===== config.mk =====
export PLATFORM = sky130hd
export DESIGN_NAME = dsp_adpcm_history_advance_flat
export DESIGN_NICKNAME = d
export VERILOG_FILES = /design/src/rtl/dah_pkg.sv /design/src/rtl/dah_if.sv /design/src/rtl/dah_front.sv /design/src/rtl/dah_queue.sv /design/src/rtl/dah_back.sv /design/src/rtl/dsp_adpcm_history_advance.sv /design/src/flat_wrapper.sv
export SDC_FILE = /design/constraint.sdc
export NUM_CORES = 2
export LEC_CHECK = 0
export BUFFER_PORTS_ARGS = -buffer_cell sky130_fd_sc_hd__buf_2
export CAP_MARGIN = 20
export CORE_AREA = 2 2 332 334
export DETAILED_ROUTE_END_ITERATION = 7
export DIE_AREA = 0 0 334 336
export PLACE_DENSITY_LB_ADDON = 0.08
export SYNTH_ARGS = -nofsm -noshare
export SYNTH_HDL_FRONTEND = slang
export SYNTH_HIERARCHICAL = 1
export SYNTH_SLANG_ARGS = --single-unit
export TNS_END_PERCENT = 5

===== constraint.sdc =====
create_clock -name clk -period 11.18 [get_ports clk]
set_input_delay 3.354 -clock clk [delete_from_list [all_inputs] [get_ports clk]]
set_output_delay 3.354 -clock clk [all_outputs]
set_load 0.005 [all_outputs]

===== src/rtl/dah_pkg.sv =====
// Shared types and constants for the ADPCM history advance block.
package dah_pkg;

  localparam int CHANNELS      = 2;
  localparam int COEF_BANKS    = 2;
  localparam int WORDS_PER_CH  = 4;
  localparam int NUM_REGS      = COEF_BANKS * WORDS_PER_CH;
  localparam int BLOCK_SAMPLES = 14;
  localparam int PRED_SHIFT    = 11;
  localparam int QDEPTH        = 2;

  localparam int CFG_IDX_W  = 4;
  localparam int CFG_DATA_W = 64;
  localparam int NIBBLES_W  = 56;
  localparam int SAMPLE_W   = 16;
  localparam int CNT_W      = $clog2(BLOCK_SAMPLES);
  localparam int QPTR_W     = $clog2(QDEPTH);
  localparam int QCNT_W     = $clog2(QDEPTH + 1);

  typedef logic signed [SAMPLE_W-1:0] sample_t;

  // One decode job handed from the front to the back.
  typedef struct packed {
    logic                 channel;
    sample_t              f1;
    sample_t              f2;
    logic [3:0]           expo;
    logic [NIBBLES_W-1:0] nibbles;
    logic                 eof;
  } job_t;

endpackage


===== src/rtl/dah_if.sv =====
// Stream interfaces for ADPCM blocks in and channel history out.
interface dah_in_if;
  logic        valid;
  logic        ready;
  logic        channel;
  logic [2:0]  coef_pair;
  logic [3:0]  scale_exponent;
  logic [55:0] sample_nibbles;
  logic        end_of_frame;

  modport source (output valid, channel, coef_pair, scale_exponent, sample_nibbles,
                  end_of_frame, input ready);
  modport sink (input valid, channel, coef_pair, scale_exponent, sample_nibbles,
                end_of_frame, output ready);
endinterface

interface dah_out_if;
  logic               valid;
  logic               ready;
  logic               out_channel;
  logic signed [15:0] history_newest;
  logic signed [15:0] history_older;

  modport source (output valid, out_channel, history_newest, history_older, input ready);
  modport sink (input valid, out_channel, history_newest, history_older, output ready);
endinterface


===== src/rtl/dah_front.sv =====
// Front end: coefficient registers, block intake and coefficient lookup.
module dah_front
  import dah_pkg::*;
(
  input  logic                  clk,
  input  logic                  rst,
  input  logic                  cfg_wr_en,
  input  logic [CFG_IDX_W-1:0]  cfg_index,
  input  logic [CFG_DATA_W-1:0] cfg_data,
  dah_in_if.sink                blocks,
  input  logic                  q_full,
  output logic                  q_push,
  output job_t                  q_job
);

  logic [CFG_DATA_W-1:0] coef [COEF_BANKS][WORDS_PER_CH];
  logic [CFG_DATA_W-1:0] word;
  logic [31:0]           half;
  logic                  ch_ok;

  always_ff @(posedge clk) begin
    if (rst) begin
      for (int b = 0; b < COEF_BANKS; b++) begin
        for (int w = 0; w < WORDS_PER_CH; w++) begin
          coef[b][w] <= '0;
        end
      end
    end else if (cfg_wr_en && (32'(cfg_index) < NUM_REGS)) begin
      coef[cfg_index[2]][cfg_index[1:0]] <= cfg_data;
    end
  end

  // Odd pairs sit in the low half of the word.
  assign word  = coef[blocks.channel][blocks.coef_pair[2:1]];
  assign half  = blocks.coef_pair[0] ? word[31:0] : word[63:32];
  assign ch_ok = (32'(blocks.channel) < CHANNELS);

  assign blocks.ready = !q_full;
  // Drop blocks for channels that are not present.
  assign q_push = blocks.valid && !q_full && ch_ok;

  always_comb begin
    q_job.channel = blocks.channel;
    q_job.f1      = sample_t'(half[31:16]);
    q_job.f2      = sample_t'(half[15:0]);
    q_job.expo    = blocks.scale_exponent;
    q_job.nibbles = blocks.sample_nibbles;
    q_job.eof     = blocks.end_of_frame;
  end

endmodule


===== src/rtl/dah_queue.sv =====
// Short job queue between the front end and the decoder.
module dah_queue
  import dah_pkg::*;
(
  input  logic clk,
  input  logic rst,
  input  logic push,
  input  job_t push_job,
  output logic full,
  input  logic pop,
  output logic not_empty,
  output job_t pop_job
);

  job_t              entry [QDEPTH];
  logic [QPTR_W-1:0] wr_ptr;
  logic [QPTR_W-1:0] rd_ptr;
  logic [QCNT_W-1:0] count;

  assign full      = (count == QCNT_W'(QDEPTH));
  assign not_empty = (count != '0);
  assign pop_job   = entry[rd_ptr];

  always_ff @(posedge clk) begin
    if (push) begin
      entry[wr_ptr] <= push_job;
    end
  end

  always_ff @(posedge clk) begin
    if (rst) begin
      wr_ptr <= '0;
      rd_ptr <= '0;
      count  <= '0;
    end else begin
      if (push) begin
        wr_ptr <= (32'(wr_ptr) == QDEPTH - 1) ? '0 : wr_ptr + 1'b1;
      end
      if (pop) begin
        rd_ptr <= (32'(rd_ptr) == QDEPTH - 1) ? '0 : rd_ptr + 1'b1;
      end
      count <= count + QCNT_W'(push) - QCNT_W'(pop);
    end
  end

`ifndef SYNTHESIS
  a_no_overflow: assert property (@(posedge clk) disable iff (rst)
    push |-> (!full || pop))
    else $error("queue push while full");

  a_no_underflow: assert property (@(posedge clk) disable iff (rst)
    pop |-> not_empty)
    else $error("queue pop while empty");

  a_count_bound: assert property (@(posedge clk) disable iff (rst)
    32'(count) <= QDEPTH)
    else $error("queue count out of range");
`endif

endmodule


===== src/rtl/dah_back.sv =====
// Back end: per-sample prediction recurrence, channel history and result register.
module dah_back
  import dah_pkg::*;
(
  input  logic      clk,
  input  logic      rst,
  input  logic      q_not_empty,
  input  job_t      q_job,
  output logic      q_pop,
  dah_out_if.source history
);

  typedef enum logic {IDLE, RUN} state_t;

  state_t               state;
  logic [CNT_W-1:0]     cnt;
  logic                 chan;
  sample_t              f1;
  sample_t              f2;
  logic [3:0]           expo;
  logic                 eof;
  logic [NIBBLES_W-1:0] nib_sr;
  sample_t              s1;
  sample_t              s2;
  sample_t              hist_new [CHANNELS];
  sample_t              hist_old [CHANNELS];

  logic                 out_valid;
  logic                 out_chan;
  sample_t              out_new;
  sample_t              out_old;

  logic signed [31:0]   prod1;
  logic signed [31:0]   prod2;
  logic signed [32:0]   acc;
  logic signed [21:0]   pred;
  logic signed [3:0]    nib;
  logic signed [18:0]   scaled;
  logic signed [22:0]   sum;
  sample_t              s_new;
  logic                 last;
  logic                 out_free;
  logic                 step_en;
  logic                 out_load;

  assign prod1  = s1 * f1;
  assign prod2  = s2 * f2;
  assign acc    = 33'(prod1) + 33'(prod2);
  // Arithmetic shift floors toward minus infinity.
  assign pred   = signed'(acc[32:PRED_SHIFT]);
  assign nib    = signed'(nib_sr[NIBBLES_W-1 -: 4]);
  assign scaled = 19'(nib) <<< expo;
  assign sum    = 23'(pred) + 23'(scaled);

  always_comb begin
    if (sum > 23'sd32767) begin
      s_new = 16'sh7fff;
    end else if (sum < -23'sd32768) begin
      s_new = -16'sh8000;
    end else begin
      s_new = sample_t'(sum);
    end
  end

  assign last     = (cnt == CNT_W'(BLOCK_SAMPLES - 1));
  assign out_free = !out_valid || history.ready;
  // Hold the final sample while a reported result is still waiting.
  assign step_en  = (state == RUN) && (!last || !eof || out_free);
  assign out_load = step_en && last && eof;
  assign q_pop    = (state == IDLE) && q_not_empty;

  assign history.valid          = out_valid;
  assign history.out_channel    = out_chan;
  assign history.history_newest = out_new;
  assign history.history_older  = out_old;

  always_ff @(posedge clk) begin
    if (rst) begin
      state     <= IDLE;
      out_valid <= 1'b0;
      for (int c = 0; c < CHANNELS; c++) begin
        hist_new[c] <= '0;
        hist_old[c] <= '0;
      end
    end else begin
      if (out_load) begin
        out_valid <= 1'b1;
      end else if (history.ready) begin
        out_valid <= 1'b0;
      end
      unique case (state)
        IDLE: begin
          if (q_pop) begin
            chan   <= q_job.channel;
            f1     <= q_job.f1;
            f2     <= q_job.f2;
            expo   <= q_job.expo;
            eof    <= q_job.eof;
            nib_sr <= q_job.nibbles;
            s1     <= hist_new[q_job.channel];
            s2     <= hist_old[q_job.channel];
            cnt    <= '0;
            state  <= RUN;
          end
        end
        RUN: begin
          if (step_en) begin
            s1     <= s_new;
            s2     <= s1;
            nib_sr <= nib_sr << 4;
            cnt    <= cnt + 1'b1;
            if (last) begin
              hist_new[chan] <= s_new;
              hist_old[chan] <= s1;
              if (eof) begin
                out_chan  <= chan;
                out_new   <= s_new;
                out_old   <= s1;
              end
              state <= IDLE;
            end
          end
        end
        default: state <= IDLE;
      endcase
    end
  end

`ifndef SYNTHESIS
  a_cnt_range: assert property (@(posedge clk) disable iff (rst)
    (state == RUN) |-> (32'(cnt) < BLOCK_SAMPLES))
    else $error("sample counter out of range");

  a_result_at_end: assert property (@(posedge clk) disable iff (rst)
    $rose(out_valid) |-> $past(state == RUN && last && eof))
    else $error("result raised outside the end of a block");

  a_pop_only_idle: assert property (@(posedge clk) disable iff (rst)
    q_pop |=> (state == RUN && cnt == '0))
    else $error("job pop did not start a block");
`endif

endmodule


===== src/rtl/dsp_adpcm_history_advance.sv =====
// Top level of the ADPCM history advance block.
//
//  channel    dir  width  handshake        contents
//  cfg_*      in   64     cfg_wr_en        coefficient words, index 0..7
//  blocks     in   65     valid && ready   one 14-sample ADPCM block
//  history    out  33     valid && ready   channel history after end of frame
//
// A block passes through the decoder as a load step in IDLE and then one sample per
// cycle in RUN, set by the combinational prediction recurrence (two 16x16 products).
// A two-entry job queue lets intake run ahead of the decoder.
// Reset (rst, synchronous) clears coefficients, history, queue pointers and count, decoder state and output valid.
// The decoder holds its last sample while a reported history waits on ready.
module dsp_adpcm_history_advance
  import dah_pkg::*;
(
  input  logic                  clk,
  input  logic                  rst,
  input  logic                  cfg_wr_en,
  input  logic [CFG_IDX_W-1:0]  cfg_index,
  input  logic [CFG_DATA_W-1:0] cfg_data,
  dah_in_if.sink                blocks,
  dah_out_if.source             history
);

  logic q_push;
  logic q_full;
  logic q_pop;
  logic q_not_empty;
  job_t push_job;
  job_t pop_job;

  dah_front u_front (
    .clk       (clk),
    .rst       (rst),
    .cfg_wr_en (cfg_wr_en),
    .cfg_index (cfg_index),
    .cfg_data  (cfg_data),
    .blocks    (blocks),
    .q_full    (q_full),
    .q_push    (q_push),
    .q_job     (push_job)
  );

  dah_queue u_queue (
    .clk       (clk),
    .rst       (rst),
    .push      (q_push),
    .push_job  (push_job),
    .full      (q_full),
    .pop       (q_pop),
    .not_empty (q_not_empty),
    .pop_job   (pop_job)
  );

  dah_back u_back (
    .clk         (clk),
    .rst         (rst),
    .q_not_empty (q_not_empty),
    .q_job       (pop_job),
    .q_pop       (q_pop),
    .history     (history)
  );

endmodule


===== src/flat_wrapper.sv =====
// flat-port wrapper written by rule: the top's interface ports become plain ports
module dsp_adpcm_history_advance_flat import dah_pkg::*;
  (clk, rst, cfg_wr_en, cfg_index, cfg_data, blocks_valid, blocks_channel, blocks_coef_pair, blocks_scale_exponent, blocks_sample_nibbles, blocks_end_of_frame, blocks_ready, history_valid, history_out_channel, history_history_newest, history_history_older, history_ready);
  dah_in_if blocks_i ();
  dah_out_if history_i ();
  input  logic clk;
  input  logic rst;
  input  logic cfg_wr_en;
  input  logic [CFG_IDX_W-1:0] cfg_index;
  input  logic [CFG_DATA_W-1:0] cfg_data;
  input wire logic [$bits(blocks_i.valid)-1:0] blocks_valid;
  input wire logic [$bits(blocks_i.channel)-1:0] blocks_channel;
  input wire logic [$bits(blocks_i.coef_pair)-1:0] blocks_coef_pair;
  input wire logic [$bits(blocks_i.scale_exponent)-1:0] blocks_scale_exponent;
  input wire logic [$bits(blocks_i.sample_nibbles)-1:0] blocks_sample_nibbles;
  input wire logic [$bits(blocks_i.end_of_frame)-1:0] blocks_end_of_frame;
  output wire logic [$bits(blocks_i.ready)-1:0] blocks_ready;
  output wire logic [$bits(history_i.valid)-1:0] history_valid;
  output wire logic [$bits(history_i.out_channel)-1:0] history_out_channel;
  output wire logic [$bits(history_i.history_newest)-1:0] history_history_newest;
  output wire logic [$bits(history_i.history_older)-1:0] history_history_older;
  input wire logic [$bits(history_i.ready)-1:0] history_ready;
  assign blocks_i.valid = blocks_valid;
  assign blocks_i.channel = blocks_channel;
  assign blocks_i.coef_pair = blocks_coef_pair;
  assign blocks_i.scale_exponent = blocks_scale_exponent;
  assign blocks_i.sample_nibbles = blocks_sample_nibbles;
  assign blocks_i.end_of_frame = blocks_end_of_frame;
  assign blocks_ready = blocks_i.ready;
  assign history_valid = history_i.valid;
  assign history_out_channel = history_i.out_channel;
  assign history_history_newest = history_i.history_newest;
  assign history_history_older = history_i.history_older;
  assign history_i.ready = history_ready;
  dsp_adpcm_history_advance u_core (.clk(clk), .rst(rst), .cfg_wr_en(cfg_wr_en), .cfg_index(cfg_index), .cfg_data(cfg_data), .blocks(blocks_i), .history(history_i));
endmodule

## After elaboration in Yosys (flattened, before gate mapping)

Memories as Yosys holds them, arrays and structs flattened. A register that Yosys moved wholly into a read port is not among the register bits.
Cells that the tools add are included.

| cells by class | value |
|---|---|
| add/sub/neg operators | 7 |
| $mul | 2 |
| magnitude comparators | 6 |
| eq/ne operators | 4 |
| shift operators | 1 |
| multiplexer cells | 51 |
| bitwise gates (word level) | 4 |
| reduce and logical (&&, ||, !) cells | 22 |

Operators with widths:

| cell | count |
|---|---|
| $mux W256 | 3 |
| $reduce_or A256 Y1 | 1 |
| $mux W64 | 3 |
| $bmux W64 S2 | 1 |
| $demux W64 S2 | 1 |
| $mux W16 | 8 |
| $mux W56 | 2 |
| $pmux W56 S2 | 1 |
| $mul A16 B16 Y32 | 2 |
| $pmux W16 S2 | 2 |
| $add A32 B32 Y33 | 1 |
| $mux W32 | 1 |
| $reduce_or A16 Y1 | 2 |
| $mux W1 | 25 |
| $add A22 B19 Y23 | 1 |
| $gt A23 B16 Y1 const B | 1 |
| $lt A23 B16 Y1 const B | 1 |
| $sshl A4 B4 Y19 | 1 |
| $mux W4 | 2 |
| $pmux W4 S2 | 1 |
| $logic_and A1 B1 Y1 | 7 |
| $ge A3 B3 Y1 const B | 2 |
| $not A2 Y3 | 2 |
| $reduce_and A3 Y1 | 2 |
| other kinds (15) | 24 |

| storage, ports and cells | value |
|---|---|
| bits in registers | 169 |
| memory bits (writable) | 764 |
| bits of input ports | 138 |
| output and inout bits | 35 |
| logic and storage cells | 118 |
| memories kept | 4 |

Memory list:

| name | words | bits a word | read ports | clocked after Yosys merged registers in | wr ports | line | source |
|---|---|---|---|---|---|---|---|
| u_core.u_front.coef | 2 | 256 | 1 | 0 | 2 | dah_front.sv:16 | `logic [CFG_DATA_W-1:0] coef [COEF_BANKS][WORDS_PER_CH];` |
| u_core.u_queue.entry | 2 | 94 | 1 | 1 | 1 | dah_queue.sv:15 | `job_t entry [QDEPTH];` |
| u_core.u_back.hist_new | 2 | 16 | 1 | 0 | 2 | dah_back.sv:25 | `sample_t hist_new [CHANNELS];` |
| u_core.u_back.hist_old | 2 | 16 | 1 | 0 | 2 | dah_back.sv:26 | `sample_t hist_old [CHANNELS];` |

## Longest topological paths before layout

| depth | value |
|---|---|
| depth after elaboration | 11 |
| depth in mapped cells | 39 |
| mapped depth without buffers | 36 |

## Modules after synthesis

Netlist, hierarchy kept.

Modules (own cells, without submodules):

| module | times used | cells each | area each (um2) | sequential area each (um2) |
|---|---|---|---|---|
| dah_back | 1 | 2,864 | 30,279.0 | 6,856.6 |
| dah_front | 1 | 1,357 | 21,894.7 | 15,374.7 |
| dah_queue | 1 | 313 | 7,013.0 | 5,745.5 |

## Worst setup path before layout

Ideal clock, no wire load.

| path | value |
|---|---|
| path type | reg-to-reg |
| start point | register u_core.u_back.s1[12] |
| end point | register u_core.u_back.s1[10], data pin |
| library setup time | 270 ps |
| data arrival time | 9,028 ps |
| required time | 10,910 ps |
| slack | 1,881 ps |
| cell stages (with the launch flop) | 35 |
| buffers on the path | 2 |
| period minus slack after synthesis | 9,299 ps |
| path through | edfxtp_1 clkbuf_1 clkbuf_1 nand2_1 fa_1 inv_1 fa_1 inv_1 fa_1 fa_1 inv_1 fa_1 fa_1 fa_1 inv_1 fa_1 inv_1 ha_1 and3_1 nand3_1 o32ai_1 a211oi_1 o31ai_1 a21oi_1 xnor2_1 ha_1 a21oi_1 nand2_1 a21oi_2 nor2_1 or4_1 a2111oi_2 a41oi_1 a31oi_1 a21oi_1 |

| between the ends | value |
|---|---|
| word-level cells in the longest chain between the ends | 8 |
| elaborated cells on any way between the ends | 9 |
| classes of those cells | 2 x add/sub; 1 x mul; 2 x order compare; 4 x mux |

RTL lines:

| element | line | source |
|---|---|---|
| start: declaration | dah_back.sv:23 | `sample_t s1;` |
| start signal: assignment | dah_back.sv:100 | `s1 <= hist_new[q_job.channel];` |
| start signal: assignment | dah_back.sv:108 | `s1 <= s_new;` |
| $mul A16 B16 Y32 * | dah_back.sv:46 | `assign prod1 = s1 * f1;` |
| $add A32 B32 Y33 * | dah_back.sv:48 | `assign acc = 33'(prod1) + 33'(prod2);` |
| $add A22 B19 Y23 * | dah_back.sv:53 | `assign sum = 23'(pred) + 23'(scaled);` |
| $lt A23 B16 Y1 | dah_back.sv:58 | `end else if (sum < -23'sd32768) begin` |
| $mux W16 | dah_back.sv:58 |  |
| $mux W16 * | dah_back.sv:56 | `if (sum > 23'sd32767) begin` |
| $mux W16 * | dah_back.sv:107 | `if (step_en) begin` |
| $pmux W16 S2 * | dah_back.sv:91 | `unique case (state)` |

Every way passes the cells marked *; elsewhere a longest branch is shown, timed or not. The select of a mux whose other input is x is not followed.
A chain may end at the register's enable or synchronous reset.

## Worst setup path in the final report

| path | value |
|---|---|
| start point | register u_core.u_back.s1[8] |
| end point | register u_core.u_back.s1[10], data pin |

Same word-level chain as after synthesis.

==> impl_table.tex <==
\begin{tabular}{lr}
\hline
Metric & Value \\
\hline
\multicolumn{2}{l}{\textbf{Yosys}} \\
Combinational family with the most area after synthesis & adder cells \\
Synth Register Bits & 934 \\
Yosys warns & 6 \\
Mapped Cells & 4534 \\
Average instance area after synthesis & 13.1 um2 \\
Proportion of synthesized flip-flops having asynchronous set or reset & 0\% \\
Dominant cell type by area after synthesis & sky130\_fd\_sc\_hd\_\_edfxtp\_1 \\
Multiplexer share of the synthesized area & 8.13\% \\
Cell types with the largest area share after synthesis & sky130\_fd\_sc\_hd\_\_edfxtp\_1, sky130\_fd\_sc\_hd\_\_fa\_1, sky130\_fd\_sc\_hd\_\_mux4\_2 \\
Synthesized net count & 5428 \\
Fraction of synthesized cell area in xor and xnor cells & 0.852\% \\
Post-synth cell types & 70 \\
Count of flip-flops with a built-in enable after synthesis & 927 \\
Post-synthesis share of cell area spent on full adders, half adders and majority gates & 23.4\% \\
Proportion of synthesized chip area in sequential cells & 47.3\% \\
Ranking of synthesized cells by instance count & sky130\_fd\_sc\_hd\_\_edfxtp\_1, sky130\_fd\_sc\_hd\_\_inv\_1, sky130\_fd\_sc\_hd\_\_fa\_1 \\
Most used flip-flop cell after synthesis & sky130\_fd\_sc\_hd\_\_edfxtp\_1 \\
Share of the synthesized area in the top cell type & 47.0\% \\
Area share of and/or/nand/nor cells after synthesis & 9.76\% \\
Synth Area in Compound Gates & 3.55\% \\
Leading cell type by number of instances after synthesis & sky130\_fd\_sc\_hd\_\_edfxtp\_1 \\
Synthesized area & 0.0592 mm2 \\
\multicolumn{2}{l}{\textbf{STA}} \\
Number of pins with negative max-slew slack in the final report & 0 \\
Max Clk Rate & 0.0933 GHz \\
Minimum period implied by the final worst setup slack & 10.72 ns \\
Final hold viol count & 0 \\
Final number of setup-violating endpoints & 0 \\
Final period util & 95.9\% \\
Worst Slack Setup Final & 0.463 ns \\
Total Neg Setup Slack & 0 ns \\
Max-Slew Margin vs Limit & 25.0\% \\
Final clock skew & 0.0272 ns \\
Actual transition at the worst max-transition pin & 1.13 ns \\
\multicolumn{2}{l}{\textbf{Layout}} \\
Finished Layout Cells & 6108 \\
Number of fill cells in the layout & 8724 \\
Area delta synth->final & 8.61\% \\
Nets & 5507 \\
Combined area of the multi-input logic cells & 0.0272 mm2 \\
Proportion of layout cells with a drive suffix above 1 & 15.1\% \\
Area used by sequential logic in the layout & 0.0280 mm2 \\
Non-Filler Cell Area, Final & 0.0643 mm2 \\
\multicolumn{2}{l}{\textbf{Detailed routing}} \\
Drt drc & 0 \\
Initial drt markers & 2878 \\
Post-detailed-route via-to-cell ratio & 5.60 \\
Total via count in the routed design & 34200 \\
Total length of routed wires & 144 mm \\
Antenna viol nets, final & 0 \\
Post-detailed-route wirelength per cell & 23.6 um \\
Number of search-and-repair iterations in the first detailed-routing pass & 5 \\
\multicolumn{2}{l}{\textbf{Critical path}} \\
Classification of the worst setup path & flop to flop \\
Endpoint kind of the worst setup timing path & flop \\
Data required, critical path & 11.58 ns \\
Worst-path maximum fanout & 11 \\
CP delay by family, top & adder cells \\
Critical Path AT & 11.11 ns \\
CP most frequent cell & sky130\_fd\_sc\_hd\_\_fa\_1 \\
Critical Path Source Type & flop \\
Largest stage delay, worst path & 0.84 ns \\
Cell with the biggest individual delay on the critical path & sky130\_fd\_sc\_hd\_\_edfxtp\_1 \\
CP bufs+invs & 5 \\
\multicolumn{2}{l}{\textbf{GRT}} \\
Largest net degree at the start of global routing & 68 \\
Global-route wire length before repair & 221 mm \\
Global router's overall resource usage & 26.4\% \\
Global-route congestion overflow total & 0 \\
Number of antenna violations at the first check in global routing & 18 \\
Vias in the first global route & 36200 \\
\multicolumn{2}{l}{\textbf{Flow run}} \\
Count of maximum capacitance violations & 0 \\
\multicolumn{2}{l}{\textbf{CTS}} \\
Clock Pin Slew Worst Setup and Hold Paths & 0.06 ns \\
Number of sinks handled by clock tree synthesis & 934 \\
Number of buffers created by CTS & 95 \\
Clock tree from TritonCTS & built \\
Number of buffers between clock root and the deepest sink & 3 \\
\# H-tree levels & 3 \\
Latest clock arrival within the worst-skew pair & 0.68 ns \\
Root buf cell & sky130\_fd\_sc\_hd\_\_clkbuf\_16 \\
\multicolumn{2}{l}{\textbf{Die}} \\
Horizontal die dimension & 334 um \\
Floorplan die area & 0.112 mm2 \\
Starting utilization of the core area & 54.6\% \\
Placeable core area & 0.108 mm2 \\
Boundary Pins & 173 \\
Number of rows created at floorplan & 121 \\
Die boundary height & 336 um \\
\multicolumn{2}{l}{\textbf{Place}} \\
Global placer's final weighted congestion & 0.951 \\
Cell area reported after detailed placement & 0.0611 mm2 \\
Buffers added on ports & 172 \\
Pre-CTS setup slack & 0.378 ns \\
Total half-perimeter wirelength after legalization and detailed placement & 99.0 mm \\
Number of placed instances, taps included & 5918 \\
\multicolumn{2}{l}{\textbf{Outcome}} \\
Outcome & finished, final reports clean \\
\multicolumn{2}{l}{\textbf{Min path}} \\
HP Class & flop to flop \\
\hline
\end{tabular}
-- flip-flops by register name, summed over array words and instances, names as in the netlist, named ones only --
signal / flops
u_core/u_back/history.valid: 1
u_core/u_back/hist_old: 32
u_core/u_queue/count: 2
u_core/u_back/nib_sr: 56
u_core/u_back/s2: 16
u_core/u_back/f2: 16
u_core/u_queue/rd_ptr: 1
u_core/u_back/f1: 16
u_core/u_back/history.history_older: 16
u_core/u_queue/wr_ptr: 1
u_core/u_back/s1: 16
u_core/u_back/state: 1
u_core/u_front/coef: 512
u_core/u_back/history.out_channel: 1
u_core/u_queue/entry: 188
u_core/u_back/eof: 1
u_core/u_back/cnt: 4
u_core/u_back/history.history_newest: 16
u_core/u_back/expo: 4
u_core/u_back/chan: 1
u_core/u_back/hist_new: 32
-- repair_timing --
action	4_1_cts	5_1_grt
resized for setup	0	7
hold buffers	0	0
buffers inserted	0	12
setup endpoints to repair	0	55
-- logic make-up after synthesis --
logic type,count (synthesis)
DFF,934
and+or+nand+nor,1177
muxes,302
buffers and inverters,1010
AOI/OAI and AO/OA,299
xor gates and xnor gates,56
adders and majority gates,756
-- stage by stage --
step	util, %	hold WS [ns]
2_1_floorplan	-	0.424
4_1_cts	59.2	0.523
3_5_place_dp	56.4	0.504
6_report	59.3	0.524
3_3_place_gp	56.4	0.492
5_1_grt	59.3	0.555
-- path summary, 6_finish.rpt --
kind	startpoint	to	slack, ns	cells past startpoint
max reg2reg	u_core/u_back/s1[8]	u_core/u_back/s1[10]	0.46	32
min reg2reg	u_core/u_queue/rd_ptr	flop	0.52	2
max	u_core/u_back/s1[8]	u_core/u_back/s1[10]	0.46	32
min	u_core/u_queue/rd_ptr	flop	0.52	2
-- routing by layer --
metal | up-vias | wire length, um | GRT usage (%)
li1 | 15200 | - | -
met1 | 17700 | 58500 | 35.2
met2 | 1081 | 71500 | 44.7
met3 | 260 | 8490 | 3.59
met4 | 24 | 5190 | 9.62
met5 | - | 149 | 0
-- layout by cell type, fill, tap and decap left out, types with 7 or more instances in the layout --
| cell | n |
|---|---|
| sky130_fd_sc_hd__nor2_1 | 260 |
| sky130_fd_sc_hd__o31ai_1 | 31 |
| sky130_fd_sc_hd__nor3_1 | 20 |
| sky130_fd_sc_hd__o21a_1 | 14 |
| sky130_fd_sc_hd__xnor2_1 | 40 |
| sky130_fd_sc_hd__clkbuf_16 | 98 |
| sky130_fd_sc_hd__edfxtp_1 | 927 |
| sky130_fd_sc_hd__buf_4 | 85 |
| sky130_fd_sc_hd__a21oi_1 | 45 |
| sky130_fd_sc_hd__a31oi_1 | 8 |
| sky130_fd_sc_hd__clkbuf_1 | 26 |
| sky130_fd_sc_hd__a211oi_1 | 13 |
| sky130_fd_sc_hd__clkinv_1 | 23 |
| sky130_fd_sc_hd__xor2_1 | 15 |
| sky130_fd_sc_hd__fa_1 | 584 |
| sky130_fd_sc_hd__o311ai_1 | 9 |
| sky130_fd_sc_hd__o211ai_1 | 8 |
| sky130_fd_sc_hd__nand4_1 | 7 |
| sky130_fd_sc_hd__a21o_1 | 10 |
| sky130_fd_sc_hd__inv_1 | 734 |
| sky130_fd_sc_hd__nor2b_1 | 28 |
| sky130_fd_sc_hd__o21ai_0 | 48 |
| sky130_fd_sc_hd__and2_1 | 402 |
| sky130_fd_sc_hd__mux4_2 | 128 |
| sky130_fd_sc_hd__a22oi_1 | 64 |
| sky130_fd_sc_hd__and3_1 | 20 |
| sky130_fd_sc_hd__nand2b_1 | 28 |
| sky130_fd_sc_hd__nand2_1 | 366 |
| sky130_fd_sc_hd__mux2_2 | 150 |
| sky130_fd_sc_hd__ha_1 | 172 |
| sky130_fd_sc_hd__buf_2 | 170 |
| sky130_fd_sc_hd__mux2i_1 | 24 |
| sky130_fd_sc_hd__clkinv_2 | 16 |
| sky130_fd_sc_hd__o21bai_1 | 8 |
| sky130_fd_sc_hd__nand3_1 | 16 |
-- worst register-to-register path: cells and delay by family, from the launching register on --
family | cells | cell delay [ns]
compound gates | 10 | 3.11
xor+xnor | 1 | 0.36
fa+ha+maj | 10 | 4.70
buf+inv | 5 | 0.24
flops | 1 | 0.84
simple gates | 6 | 1.19
-- layout make-up --
class                      instances  share of cell area [%]
clock inverter                    53                   0.710
tap                             1414                    2.75
antenna                            1                 0.00389
inverter                         734                    4.29
clock buffer                     124                    3.97
timing repair buffer             258                    2.40
multi-input combinational       2590                    42.3
sequential                       934                    43.5
Power is left out: the tool's default activity adds up to more than one toggle a clock period on the data nets, which glitch-free logic cannot reach.
